===== config.mk =====
export PLATFORM = sky130hd
export DESIGN_NAME = page_buffer_pool_replacer_unit
export DESIGN_NICKNAME = d
export VERILOG_FILES = /design/src/hw/rtl/pbpr_pkg.sv /design/src/hw/rtl/page_buffer_pool_replacer_unit.sv /design/src/hw/rtl/pbpr_ctrl.sv /design/src/hw/rtl/pbpr_datapath.sv
export SDC_FILE = /design/constraint.sdc
export NUM_CORES = 2
export LEC_CHECK = 0
export ABC_CLOCK_PERIOD_IN_PS = 11400
export BUFFER_PORTS_ARGS = -buffer_cell sky130_fd_sc_hd__buf_2
export CAP_MARGIN = 20
export CORE_UTILIZATION = 43
export DETAILED_ROUTE_END_ITERATION = 6
export PLACE_DENSITY = 0.55
export SYNTH_ARGS = -nofsm -noshare
export SYNTH_HDL_FRONTEND = slang
export SYNTH_HIERARCHICAL = 1
export SYNTH_SLANG_ARGS = --single-unit

===== constraint.sdc =====
create_clock -name clk -period 11.4 [get_ports clk]
set_input_delay 0.57 -clock clk [delete_from_list [all_inputs] [get_ports clk]]
set_output_delay 0.57 -clock clk [all_outputs]
set_load 0.01 [all_outputs]

===== src/hw/rtl/pbpr_pkg.sv =====
// shared types, constants and codes of the page buffer pool replacer
package pbpr_pkg;

	localparam int FRAMES_DEF    = 16;
	localparam int PAGE_BITS_DEF = 24;
	localparam int PIN_BITS_DEF  = 8;

	localparam int CMD_W    = 3;
	localparam int PAGE_W   = 24;
	localparam int FIDX_W   = 4;
	localparam int PINS_W   = 8;
	localparam int CNT_W    = 16;
	localparam int CFG_IDX_W = 1;
	localparam int CFG_DATA_W = 5;

	localparam logic [CFG_IDX_W-1:0] REG_POLICY = 1'd0;
	localparam logic [CFG_IDX_W-1:0] REG_FRAMES = 1'd1;

	typedef enum logic [CMD_W-1:0] {
		CMD_PIN   = 3'd0,
		CMD_UNPIN = 3'd1,
		CMD_DIRTY = 3'd2,
		CMD_FORCE = 3'd3,
		CMD_FLUSH = 3'd4,
		CMD_QUERY = 3'd5
	} cmd_t;

	typedef enum logic [1:0] {
		ST_OK       = 2'd0,
		ST_NO_VICT  = 2'd1,
		ST_NOT_RES  = 2'd2
	} status_t;

	typedef enum logic [2:0] {
		S_IDLE,
		S_SCAN,
		S_DECIDE,
		S_AGE,
		S_FLUSH,
		S_DONE
	} state_t;

	typedef struct packed {
		logic [CMD_W-1:0]  cmd;
		logic [PAGE_W-1:0] page_num;
		logic [FIDX_W-1:0] frame_index;
	} in_word_t;

	typedef struct packed {
		logic [1:0]        status;
		logic [FIDX_W-1:0] frame;
		logic              hit;
		logic              need_read;
		logic              need_write;
		logic [PAGE_W-1:0] write_page;
		logic              frame_valid_out;
		logic [PAGE_W-1:0] frame_page_out;
		logic              frame_dirty_out;
		logic [PINS_W-1:0] frame_pins_out;
		logic [31:0]       io_totals;
		logic              last;
	} out_word_t;

	// controller to datapath
	typedef struct packed {
		logic load;      // latch command, clear scan results
		logic scan;      // examine frame at scan pointer
		logic decide;    // act on the scan result
		logic age;       // make-youngest update over all frames
		logic flush;     // flush step at scan pointer
		logic finish;    // emit the closing result
	} ctl_t;

	// datapath to controller
	typedef struct packed {
		logic scan_end;    // pointer at last managed frame
		logic need_age;    // decision requires an aging step
	} sts_t;

endpackage


===== src/hw/rtl/page_buffer_pool_replacer_unit.sv =====
// top level of the page buffer pool replacer: controller and datapath
// pin/unpin/dirty/force scan the n managed frames, one frame per scan cycle, then
//   decide and give their word; a pin that loads a frame or an lru hit that
//   reorders ages adds an aging step before the next command is taken
// flush gives one word per dirty managed frame, or a closing word if none; query gives one word
// throughput: one command at a time, busy high until its last word is out
// reset: async active low clears pool state, counters and config (fifo, 16 frames)
// the receiver cannot stall: each result word shows for one cycle under result_valid
module page_buffer_pool_replacer_unit
	import pbpr_pkg::*;
#(
	parameter int FRAMES    = FRAMES_DEF,
	parameter int PAGE_BITS = PAGE_BITS_DEF,
	parameter int PIN_BITS  = PIN_BITS_DEF
) (
	input  logic      clk,
	input  logic      arst_n,
	input  logic      start,
	output logic      busy,
	input  in_word_t  cmd_word,
	input  logic      cfg_we,
	input  logic [CFG_IDX_W-1:0]  cfg_idx,
	input  logic [CFG_DATA_W-1:0] cfg_data,
	output logic      result_valid,
	output out_word_t result_word
);

	ctl_t ctl;
	sts_t sts;

	pbpr_ctrl u_ctrl (
		.clk       (clk),
		.arst_n    (arst_n),
		.start     (start),
		.start_cmd (cmd_word.cmd),
		.sts       (sts),
		.ctl       (ctl),
		.busy      (busy)
	);

	// flush words carry last from the datapath's look-ahead over dirty frames
	pbpr_datapath #(
		.FRAMES    (FRAMES),
		.PAGE_BITS (PAGE_BITS),
		.PIN_BITS  (PIN_BITS)
	) u_dp (
		.clk          (clk),
		.arst_n       (arst_n),
		.cmd_in       (cmd_word),
		.cfg_we       (cfg_we),
		.cfg_idx      (cfg_idx),
		.cfg_data     (cfg_data),
		.ctl          (ctl),
		.sts          (sts),
		.result_valid (result_valid),
		.result_word  (result_word)
	);

endmodule


===== src/hw/rtl/pbpr_ctrl.sv =====
// command sequencer of the page buffer pool replacer
module pbpr_ctrl
	import pbpr_pkg::*;
(
	input  logic clk,
	input  logic arst_n,
	input  logic start,
	input  logic [CMD_W-1:0] start_cmd,
	input  sts_t sts,
	output ctl_t ctl,
	output logic busy
);

	state_t state_q, state_d;

	always_ff @(posedge clk or negedge arst_n) begin
		if (!arst_n) begin
			state_q <= S_IDLE;
		end else begin
			state_q <= state_d;
		end
	end

	always_comb begin
		state_d = state_q;
		case (state_q)
			S_IDLE: begin
				if (start) begin
					if (start_cmd == CMD_FLUSH) state_d = S_FLUSH;
					else if (start_cmd == CMD_QUERY) state_d = S_DONE;
					else if (start_cmd inside {CMD_PIN, CMD_UNPIN, CMD_DIRTY, CMD_FORCE})
						state_d = S_SCAN;
					else state_d = S_IDLE;
				end
			end
			S_SCAN: begin
				if (sts.scan_end) state_d = S_DECIDE;
			end
			S_DECIDE: begin
				state_d = sts.need_age ? S_AGE : S_IDLE;
			end
			S_AGE: state_d = S_IDLE;
			S_FLUSH: begin
				if (sts.scan_end) state_d = S_DONE;
			end
			S_DONE: state_d = S_IDLE;
			default: state_d = S_IDLE;
		endcase
	end

	always_comb begin
		ctl = '0;
		busy = (state_q != S_IDLE);
		case (state_q)
			S_IDLE:   ctl.load = start;
			S_SCAN:   ctl.scan = 1'b1;
			S_DECIDE: ctl.decide = 1'b1;
			S_AGE:    ctl.age = 1'b1;
			S_FLUSH:  ctl.flush = 1'b1;
			S_DONE:   ctl.finish = 1'b1;
			default:  ctl = '0;
		endcase
	end

`ifndef SYNTHESIS
	a_one_phase: assert property (@(posedge clk) disable iff (!arst_n)
		$onehot0({ctl.load, ctl.scan, ctl.decide, ctl.age, ctl.flush, ctl.finish}))
		else $error("more than one datapath command");
	a_load_idle: assert property (@(posedge clk) disable iff (!arst_n)
		ctl.load |-> !busy)
		else $error("command loaded while busy");
	a_decide_after_scan: assert property (@(posedge clk) disable iff (!arst_n)
		ctl.decide |-> $past(ctl.scan))
		else $error("decision without scan");
`endif

endmodule


===== src/hw/rtl/pbpr_datapath.sv =====
// frame table, scan unit and result register of the page buffer pool replacer
module pbpr_datapath
	import pbpr_pkg::*;
#(
	parameter int FRAMES    = FRAMES_DEF,
	parameter int PAGE_BITS = PAGE_BITS_DEF,
	parameter int PIN_BITS  = PIN_BITS_DEF
) (
	input  logic      clk,
	input  logic      arst_n,
	input  in_word_t  cmd_in,
	input  logic      cfg_we,
	input  logic [CFG_IDX_W-1:0]  cfg_idx,
	input  logic [CFG_DATA_W-1:0] cfg_data,
	input  ctl_t      ctl,
	output sts_t      sts,
	output logic      result_valid,
	output out_word_t result_word
);

	localparam int FW = (FRAMES > 1) ? $clog2(FRAMES) : 1;
	localparam int AW = (FRAMES > 1) ? $clog2(FRAMES) : 1;
	localparam int NW = $clog2(FRAMES + 1);
	localparam logic [PIN_BITS-1:0] PIN_MAX = {PIN_BITS{1'b1}};
	localparam logic [AW-1:0] AGE_MAX = AW'(FRAMES - 1);

	logic [PAGE_BITS-1:0] tag_q   [FRAMES];
	logic [FRAMES-1:0]    used_q;
	logic [FRAMES-1:0]    dirty_q;
	logic [PIN_BITS-1:0]  pins_q  [FRAMES];
	logic [AW-1:0]        age_q   [FRAMES];
	logic [CNT_W-1:0]     rd_cnt_q, wr_cnt_q;
	logic                 policy_q;
	logic [4:0]           fiu_q;

	logic [CMD_W-1:0]     cmd_q;
	logic [PAGE_BITS-1:0] page_q;
	logic [FIDX_W-1:0]    qidx_q;
	logic [FW-1:0]        ptr_q;
	logic                 hit_q, free_q, vict_q;
	logic [FW-1:0]        hit_idx_q, free_idx_q, vict_idx_q;
	logic [AW-1:0]        best_q;
	logic [AW:0]          old_q;   // age bound for make-youngest, FRAMES when fresh
	logic [FW-1:0]        tgt_q;
	logic                 any_q;
	logic [NW-1:0]        n_mng;

	assign n_mng = (fiu_q == 5'd0) ? NW'(1) :
		((32'(fiu_q) > FRAMES) ? NW'(FRAMES) : NW'(fiu_q));

	logic [NW-1:0] ptr_ext;
	assign ptr_ext = NW'(ptr_q);
	assign sts.scan_end = (ptr_ext == n_mng - NW'(1));

	// decision: pin miss with a free or victim frame, or LRU hit, needs aging
	assign sts.need_age = (cmd_q == CMD_PIN) &&
		((hit_q && policy_q) || (!hit_q && (free_q || vict_q)));

	function automatic logic [CNT_W-1:0] sat_inc(input logic [CNT_W-1:0] v);
		return (v == {CNT_W{1'b1}}) ? v : v + CNT_W'(1);
	endfunction

	// flush: a dirty frame's word carries last when no dirty managed frame lies above
	logic [FRAMES-1:0] above_dirty;
	always_comb begin
		for (int g = 0; g < FRAMES; g++)
			above_dirty[g] = 1'b0;
		for (int g = FRAMES - 2; g >= 0; g--)
			above_dirty[g] = above_dirty[g+1] ||
				(used_q[g+1] && dirty_q[g+1] && (g + 1) < 32'(n_mng));
	end

	always_ff @(posedge clk or negedge arst_n) begin
		out_word_t     w;
		logic          v;
		logic [FW-1:0] s;
		logic          wb;
		if (!arst_n) begin
			used_q <= '0;
			dirty_q <= '0;
			for (int i = 0; i < FRAMES; i++) begin
				pins_q[i] <= '0;
				age_q[i] <= '0;
			end
			rd_cnt_q <= '0;
			wr_cnt_q <= '0;
			policy_q <= 1'b0;
			fiu_q <= 5'd16;
			result_valid <= 1'b0;
			result_word <= '0;
			ptr_q <= '0;
			any_q <= 1'b0;
		end else begin
			w = result_word;
			v = 1'b0;
			if (cfg_we) begin
				if (cfg_idx == REG_POLICY) policy_q <= cfg_data[0];
				else if (cfg_idx == REG_FRAMES) fiu_q <= cfg_data;
			end
			if (ctl.load) begin
				ptr_q <= '0;
				any_q <= 1'b0;
				hit_q <= 1'b0;
				free_q <= 1'b0;
				vict_q <= 1'b0;
				best_q <= '0;
			end
			if (ctl.scan) begin
				if (used_q[ptr_q] && tag_q[ptr_q] == page_q && !hit_q) begin
					hit_q <= 1'b1;
					hit_idx_q <= ptr_q;
				end
				if (!used_q[ptr_q] && !free_q) begin
					free_q <= 1'b1;
					free_idx_q <= ptr_q;
				end
				if (pins_q[ptr_q] == '0 && (!vict_q || age_q[ptr_q] > best_q)) begin
					vict_q <= 1'b1;
					vict_idx_q <= ptr_q;
					best_q <= age_q[ptr_q];
				end
				if (!sts.scan_end) ptr_q <= ptr_q + FW'(1);
			end
			if (ctl.decide) begin
				ptr_q <= '0;
				v = 1'b1;
				w = '0;
				w.last = 1'b1;
				if (cmd_q == CMD_PIN) begin
					if (hit_q) begin
						if (pins_q[hit_idx_q] != PIN_MAX)
							pins_q[hit_idx_q] <= pins_q[hit_idx_q] + PIN_BITS'(1);
						w.frame = FIDX_W'(hit_idx_q);
						w.hit = 1'b1;
						w.io_totals = {rd_cnt_q, wr_cnt_q};
						tgt_q <= hit_idx_q;
						old_q <= {1'b0, age_q[hit_idx_q]};
					end else if (free_q || vict_q) begin
						s = free_q ? free_idx_q : vict_idx_q;
						wb = !free_q && dirty_q[vict_idx_q];
						tgt_q <= s;
						old_q <= free_q ? (AW+1)'(FRAMES) : {1'b0, age_q[vict_idx_q]};
						used_q[s] <= 1'b1;
						tag_q[s] <= page_q;
						dirty_q[s] <= 1'b0;
						pins_q[s] <= PIN_BITS'(1);
						rd_cnt_q <= sat_inc(rd_cnt_q);
						if (wb) wr_cnt_q <= sat_inc(wr_cnt_q);
						w.frame = FIDX_W'(s);
						w.need_read = 1'b1;
						w.need_write = wb;
						w.write_page = wb ? PAGE_W'(tag_q[vict_idx_q]) : '0;
						w.io_totals = {sat_inc(rd_cnt_q),
							wb ? sat_inc(wr_cnt_q) : wr_cnt_q};
					end else begin
						w.status = ST_NO_VICT;
						w.io_totals = {rd_cnt_q, wr_cnt_q};
					end
				end else if (!hit_q) begin
					w.status = ST_NOT_RES;
					w.io_totals = {rd_cnt_q, wr_cnt_q};
				end else begin
					w.frame = FIDX_W'(hit_idx_q);
					w.io_totals = {rd_cnt_q, wr_cnt_q};
					if (cmd_q == CMD_UNPIN) begin
						if (pins_q[hit_idx_q] != '0)
							pins_q[hit_idx_q] <= pins_q[hit_idx_q] - PIN_BITS'(1);
					end else if (cmd_q == CMD_DIRTY) begin
						dirty_q[hit_idx_q] <= 1'b1;
					end else begin
						dirty_q[hit_idx_q] <= 1'b0;
						wr_cnt_q <= sat_inc(wr_cnt_q);
						w.need_write = 1'b1;
						w.write_page = PAGE_W'(tag_q[hit_idx_q]);
						w.io_totals = {rd_cnt_q, sat_inc(wr_cnt_q)};
					end
				end
			end
			// make-youngest over every frame, managed or not, in one step
			if (ctl.age) begin
				for (int g = 0; g < FRAMES; g++) begin
					if (FW'(g) == tgt_q) age_q[g] <= '0;
					else if (used_q[g] && {1'b0, age_q[g]} < old_q && age_q[g] < AGE_MAX)
						age_q[g] <= age_q[g] + AW'(1);
				end
			end
			if (ctl.flush) begin
				if (used_q[ptr_q] && dirty_q[ptr_q]) begin
					dirty_q[ptr_q] <= 1'b0;
					wr_cnt_q <= sat_inc(wr_cnt_q);
					any_q <= 1'b1;
					v = 1'b1;
					w = '0;
					w.frame = FIDX_W'(ptr_q);
					w.need_write = 1'b1;
					w.write_page = PAGE_W'(tag_q[ptr_q]);
					w.io_totals = {rd_cnt_q, sat_inc(wr_cnt_q)};
					w.last = !above_dirty[ptr_q];
				end
				if (!sts.scan_end) ptr_q <= ptr_q + FW'(1);
			end
			if (ctl.finish) begin
				if (cmd_q == CMD_QUERY) begin
					v = 1'b1;
					w = '0;
					w.frame = qidx_q;
					w.io_totals = {rd_cnt_q, wr_cnt_q};
					w.last = 1'b1;
					for (int g = 0; g < FRAMES; g++) begin
						if (32'(qidx_q) == g && used_q[g]) begin
							w.frame_valid_out = 1'b1;
							w.frame_page_out = PAGE_W'(tag_q[g]);
							w.frame_dirty_out = dirty_q[g];
							w.frame_pins_out = PINS_W'(pins_q[g]);
						end
					end
				end else if (!any_q) begin
					v = 1'b1;
					w = '0;
					w.io_totals = {rd_cnt_q, wr_cnt_q};
					w.last = 1'b1;
				end
			end
			result_valid <= v;
			result_word <= w;
		end
	end

	// command latch, payload only
	always_ff @(posedge clk) begin
		if (ctl.load) begin
			cmd_q <= cmd_in.cmd;
			page_q <= PAGE_BITS'(cmd_in.page_num);
			qidx_q <= cmd_in.frame_index;
		end
	end

`ifndef SYNTHESIS
	a_hit_is_used: assert property (@(posedge clk) disable iff (!arst_n)
		(ctl.decide && hit_q) |-> used_q[hit_idx_q])
		else $error("hit on unused frame");
	a_ptr_in_range: assert property (@(posedge clk) disable iff (!arst_n)
		(ctl.scan || ctl.flush) |-> (ptr_ext < n_mng))
		else $error("scan pointer beyond managed frames");
	a_read_count_mono: assert property (@(posedge clk) disable iff (!arst_n)
		!cfg_we |=> (rd_cnt_q >= $past(rd_cnt_q)))
		else $error("read counter went down");
`endif

endmodule

# ---- Word level (Yosys, flattened, before mapping)
# Memory sizes are Yosys's and may differ from the RTL's. A register that Yosys moved wholly into a read port is not among the register bits.
# Cells that the tools add are included.
dict set report op_classes {
  n_mux 195
  reduce_logical 170
  magnitude_cmp 62
  bitwise_logic 17
  addsub 22
  eq_ne 52
}
# op count
set op_table {}
lappend op_table {{$mux W128} 7}
lappend op_table {{$mux W100} 6}
lappend op_table {{$mux W34} 16}
lappend op_table {{$mux W16} 24}
lappend op_table {{$bwmux W128} 2}
lappend op_table {{$mux W4} 56}
lappend op_table {{$and A112 B112 Y112} 1}
lappend op_table {{$not A112 Y112} 1}
lappend op_table {{$mux W25} 4}
lappend op_table {{$mux W32} 3}
lappend op_table {{$logic_and A1 B1 Y1} 93}
lappend op_table {{$lt A4 B5 Y1} 16}
lappend op_table {{$add A4 B1 Y4 const B} 17}
lappend op_table {{$bmux W8 S4} 2}
lappend op_table {{$demux W8 S4} 2}
lappend op_table {{$lt A4 B4 Y1 const B} 16}
lappend op_table {{$mux W26} 2}
lappend op_table {{$and A16 B16 Y16} 3}
lappend op_table {{$bmux W4 S4} 3}
lappend op_table {{$mux W8} 6}
lappend op_table {{$not A16 Y16} 3}
lappend op_table {{$or A16 B16 Y16} 3}
lappend op_table {{$lt A4 B5 Y1 const A} 8}
lappend op_table {{$mux W1} 40}
lappend op_table {{other kinds (54)} 184}
dict set report word_totals {
  memories 1
  ramBits 384
  ff_bits 430
}
# memory words width read_ports rd_clocked_by_memory_dff write_ports line
set mem_list {}
lappend mem_list {u_dp.tag_q 16 24 19 2 1 pbpr_datapath.sv:27} ;# logic [PAGE_BITS-1:0] tag_q [FRAMES];

# ---- Logic depth before layout (Yosys ltp)
dict set report depth {
  depth_word 27
  mapped_depth 20
  depth_no_buf 12
}

# ---- Modules after synthesis
# Netlist, hierarchy kept.
# mod instances cells_per_inst area_each_um2
set modules_own_cells {}
lappend modules_own_cells {pbpr_datapath 1 4068 49970.4}
lappend modules_own_cells {pbpr_ctrl 1 25 252.7}

# ---- Worst setup path after synthesis
# Ideal clock, no wire load.
dict set report synth_path {
  path_kind {register to register}
  startpoint {register u_dp.ptr_q[0]}
  endpoint {register (tool-made name)}
  arrival_ns 4.534
  path_stages_with_launch 20
  required_ns 11.279
  setup_time_ns 0.121
  slack_ns 6.745
  n_path_buf 8
  path_cell_list {dfrtp_1 -> buf_6 -> buf_12 -> buf_6 -> buf_4 -> buf_2 -> buf_2 -> mux4_2 -> mux4_2 -> ha_1 -> nor2b_1 -> o21ai_0 -> nand2b_1 -> a21oi_1 -> o21ai_0 -> o2111a_1 -> clkbuf_1 -> and2_1 -> clkbuf_1 -> mux2_2}
}
# item line
set synth_rtl {}
lappend synth_rtl {{start: declaration} pbpr_datapath.sv:39} ;# logic [FW-1:0] ptr_q;
lappend synth_rtl {{start signal: assignment} pbpr_datapath.sv:122} ;# if (!sts.scan_end) ptr_q <= ptr_q + FW'(1);
lappend synth_rtl {{start signal: assignment} pbpr_datapath.sv:200} ;# if (!sts.scan_end) ptr_q <= ptr_q + FW'(1);

# ---- Worst setup path in the final report
dict set report layout_path {
  startpoint {register u_dp.hit_idx_q[1]}
  endpoint {register u_dp/pins_q[124] (netlist name)}
}
dict set report layout_via {
  elab_chain_cells 10
}
# item line
set layout_rtl {}
lappend layout_rtl {{start: declaration} pbpr_datapath.sv:41} ;# logic [FW-1:0] hit_idx_q, free_idx_q, vict_idx_q;
lappend layout_rtl {{start signal: assignment} pbpr_datapath.sv:111} ;# hit_idx_q <= ptr_q;
lappend layout_rtl {{$not A4 Y5 (not written as such) *} --}
lappend layout_rtl {{$bmux W8 S4 (tied with other cells)} --}
lappend layout_rtl {{$mux W8 (not written as such) / $logic_and A1 B1 Y1 (equally long branches)} --}
lappend layout_rtl {{$mux W8, on equally long branches} --}
lappend layout_rtl {{$sub A8 B1 Y8 / $demux W8 S4 (equally long branches)} {pbpr_datapath.sv:167, pbpr_datapath.sv:132}}
lappend layout_rtl {{$bwmux W128} pbpr_datapath.sv:167} ;# pins_q[hit_idx_q] <= pins_q[hit_idx_q] - PIN_BITS'(1);
lappend layout_rtl {{$mux W128} pbpr_datapath.sv:166} ;# if (pins_q[hit_idx_q] != '0)
lappend layout_rtl {{$mux W128} pbpr_datapath.sv:165} ;# if (cmd_q == CMD_UNPIN) begin
lappend layout_rtl {{$mux W128} pbpr_datapath.sv:159} ;# end else if (!hit_q) begin
lappend layout_rtl {{$mux W128} pbpr_datapath.sv:129} ;# if (cmd_q == CMD_PIN) begin
lappend layout_rtl {{end signal: indexed assignment} pbpr_datapath.sv:132} ;# pins_q[hit_idx_q] <= pins_q[hit_idx_q] + PIN_BITS'(1);
lappend layout_rtl {{end signal: indexed assignment} pbpr_datapath.sv:167}
lappend layout_rtl {{end: declaration} pbpr_datapath.sv:30} ;# logic [PIN_BITS-1:0] pins_q [FRAMES];
# Mark *: on every way between the ends. The rest lies on a longest branch, timed or not. The select of a mux whose other input is x is not followed.
# A chain may end at the register's enable or synchronous reset.

==> summary.md <==
| Metric | Value |
|---|---|
| # placed instances | about 5500 |
| Initial Util | a little over two fifths |
| Die width | about 340 µm |
| Hold Fails Final Rpt | 0 |
| Drt via density | 7.16 |
| Num rows | roughly 130 |
| Syn Area/Cell | ~12 µm² |
| Min Tclk post-route | ~5.4 ns |
| CTS Root Cell | clkbuf_16 |
| Buffers on Ports | 142 |
| Setup WS pre-CTS | 6.01 ns |
| GRT Total Usage | 34.2% |
| Max cap viols | 0 |
| WP buf/inv | 2 |
| Die height | ~340 µm |
| Async SR Flop Fraction | a little under half |
| IO Count | approximately 140 |
| Detailed Routing Iterations Pass 1 | 6 |
| Clk sinks | slightly above 800 |
| CTS tree | done |
| Clock Latency Late Sink | roughly 0.7 ns |
| Antenna cell count | 0 |
| F_max | approximately 0.18 GHz |
| Slew headroom | between 10% and 20% |
| Setup TNS Final | 0 ns |
| Area Growth Syn to Fin | 11.0% |
| Setup violators final | 0 |
| Top_reg_cell synth | edfxtp_1 |
| Critical path required time | between 10 and 15 ns |
| Power Density | around 170 nW/µm² |
| Distinct cell type count after synthesis | roughly 110 |
| Least-Margin Pin Slew | 1.26 ns |
| DR vias | 40900 |
| Status | completed |
| Worst-path maximum fanout | 55 |
| Post-synth EDFFs | about 440 |
| Largest net degree at the start of global routing | between 150 and 200 |
| PnR worst setup slack | roughly 6.0 ns |
| Post-CTS Setup Bufs | 0 |
| RePlAce Congestion | roughly 1.0 |
| Critical path's largest stage delay | ~0.82 ns |
| Peak supply drop | 153 µV |
| Post-detail-place hpwl | about 130 mm |
| Crit-path most repeated cell | mux4_2 |
| Total Wirelength | just over 200 mm |
| CP max stage cell | or2_1 |
| RSZ-0062 raised after global routing | no |
| Critical Path End Type | flop |
| Fin Hold WS | 0.0394 ns |
| First-pass GRT wire length | around 290 mm |
| Hold WC Path Type | in -> reg |
| Skew final | 0.0340 ns |
| Vias in the first global route | about 39000 |
| First-iteration detailed-routing DRC count | 5787 |
| Clock tree buffer depth | 3 |
| H-tree levels | 3 |
| Syn nets | ~4200 |
| Clock slew at reported path FFs | approximately 0.060 ns |
| Fraction of the yosys area taken by sequential cells | between 40% and 50% |
| Setup crit start kind | flop |
| Remaining global-route overflow | 0 |
| Flop and latch count out of synthesis | 822 |
| Syn Inst Count | ~4100 |
| Initial antenna violation count | 7 |
| DRC Markers | 0 |
| WP data arrival | about 6 ns |
| CTS Buf Count | 97 |
| Leakage | between 20 and 25 nW |
| WL/cell | ~35 µm |
| Layout cells sized above 1 | between 20% and 30% |
| Post-route ant nets | 0 |
| Synth Cell Area | about 50000 µm² |
| Nets | 4230 |
| Delay-heaviest family, CP | compound AO/OA/AOI/OAI gates |
| CP cell instances | buf_4 > mux4_2 > mux4_2 > inv_1 > ha_1 > nand3_1 > a211oi_2 > a41o_1 > or2_1 > nor2_1 > a32o_1 |
| Fin cells | around 5700 |
| Final period util | 47.4% |
| Crit Path Class | reg -> reg |
| Core area | 116000 µm² |
| Slew Limit Fails | 0 |
| Die ar. | around 120000 µm² |
| Synth warn | 6 |
| Power, Total | approximately 9.7 mW |
==> layer usage <==
| layer | vias to the layer above | share of wire, % | track usage [%] |
|---|---|---|---|
| li1 | 16600 | - | - |
| met1 | 20600 | 38 | 45.3 |
| met2 | 3051 | 45 | 51.7 |
| met3 | 680 | 12 | 9.00 |
| met4 | 6 | 6.0 | 17.4 |
| met5 | - | 0.019 | 0 |
==> flip-flops by register name (all words and copies together), names as in the netlist, 3 cells and up, named ones only <==
signal	count
u_dp/qidx_q	4
u_dp/tgt_q	4
u_dp/cmd_q	3
u_dp/ptr_q	4
u_dp/result_word	100
u_dp/rd_cnt_q	16
u_ctrl/state_q	3
u_dp/fiu_q	5
u_dp/dirty_q	16
u_dp/best_q	4
u_dp/pins_q	128
u_dp/vict_idx_q	4
u_dp/tag_q	384
u_dp/wr_cnt_q	16
u_dp/used_q	16
u_dp/page_q	24
u_dp/hit_idx_q	4
u_dp/age_q	64
u_dp/free_idx_q	4
u_dp/old_q	5
==> repair_timing <==
item                                   CTS  global route
hold buffers                             1             0
gates resized for setup                  0             0
endpoints found under the hold margin   48             0
==> through the flow <==
step                utilization (%)  area (µm²)
CTS                            48.0       55700
global placement               45.2       52400
finish                         48.0       55800
detailed placement             45.2       52500
global route                   48.0       55800
floorplan                         -       50200
==> Yosys cell counts (all sizes together), types with 10 or more instances <==
cell / n / share of area (%)
o2111a: 12 / 0.27
a31oi: 59 / 0.73
a22oi: 146 / 2.2
mux2i: 82 / 1.6
mux2: 36 / 0.84
or2: 19 / 0.24
buf: 92 / 1.1
mux4: 428 / 19
nand3: 89 / 0.89
a21o: 53 / 0.79
a21oi: 186 / 1.9
a22o: 127 / 2.2
nand4: 58 / 0.73
o211ai: 17 / 0.25
xor2: 42 / 0.73
and2: 16 / 0.20
o22ai: 59 / 0.77
nor2b: 40 / 0.50
o21ai: 186 / 2.0
nand2: 220 / 1.6
nor2: 332 / 2.5
o2bb2ai: 19 / 0.33
and4: 12 / 0.21
o221ai: 10 / 0.17
a211oi: 38 / 0.58
a311oi: 11 / 0.19
clkbuf: 238 / 1.8
edfxtp: 443 / 26
a221o: 33 / 0.66
nor3: 113 / 1.2
dfrtp: 370 / 18
nor3b: 12 / 0.18
ha: 78 / 1.9
nand2b: 44 / 0.55
and3: 23 / 0.29
xnor2: 47 / 0.82
a221oi: 39 / 0.69
o41ai: 28 / 0.49
nor4: 34 / 0.45
inv: 63 / 0.47
==> cells in the final DEF (no fill, tap or decap), types with 38 or more instances in the layout <==
master,instances
a21o_1,52
a21oi_1,184
a221oi_1,38
a22o_1,127
a22oi_1,146
a31oi_1,59
buf_2,141
buf_4,100
clkbuf_16,99
dfrtp_1,366
edfxtp_1,443
ha_1,78
inv_1,61
mux2i_1,81
mux4_2,426
nand2_1,219
nand2b_1,44
nand3_1,83
nand4_1,57
nor2_1,321
nor2b_1,40
nor3_1,91
o21ai_0,170
o22ai_1,56
xnor2_1,47
xor2_1,42
==> kinds of logic after synthesis <==
group                    count (synthesis)  share of synthesized area [%]
AO/OA/AOI/OAI                         1119                           16.0
XOR/XNOR                                89                           1.55
adder cells (fa/ha/maj)                 78                           1.94
buffers and inverters                  396                           3.38
flip-flops                             822                           45.3
multiplexers                           546                           21.7
AND/OR/NAND/NOR                       1043                           10.2
==> power by group <==
| part | switching [mW] | internal, mW |
|---|---|---|
| Sequential | 0.374 | 3.35 |
| Clock | 1.33 | 1.88 |
| Combinational | 1.64 | 1.12 |
| Total | 3.34 | 6.35 |
==> path summary, 6_finish.rpt <==
kind / from / endpoint / slack, ns / depth (start not counted)
setup / recovery: u_dp/hit_idx_q[1]$_DFFE_PP_ / u_dp/pins_q[124]$_DFFE_PN0P_ / 5.99 / 11
hold / removal: cmd_word[7] / u_dp/page_q[3]$_DFFE_PP_ / 0.04 / 1
min in group asynchronous: arst_n / u_dp/age_q[41]$_DFFE_PN0P_ / 0.39 / 2
hold reg to reg: u_dp/result_word[60]$_DFF_PN0_ / u_dp/result_word[60]$_DFF_PN0_ / 0.50 / 2
max in group asynchronous: arst_n / u_dp/pins_q[83]$_DFFE_PN0P_ / 8.68 / 4
setup reg to reg: u_dp/hit_idx_q[1]$_DFFE_PP_ / u_dp/pins_q[124]$_DFFE_PN0P_ / 5.99 / 11
==> final cells by class <==
class / instances / area (µm²)
fill: 10400 / 60300
multi-input combinational: 2875 / 26000
sequential: 822 / 22800
clock buffer: 133 / 2730
tap: 1524 / 1910
timing repair buffer: 249 / 1590
clock inverter: 47 / 533
inverter: 66 / 248
No activity file was read; power rests on OpenSTA's default activity.
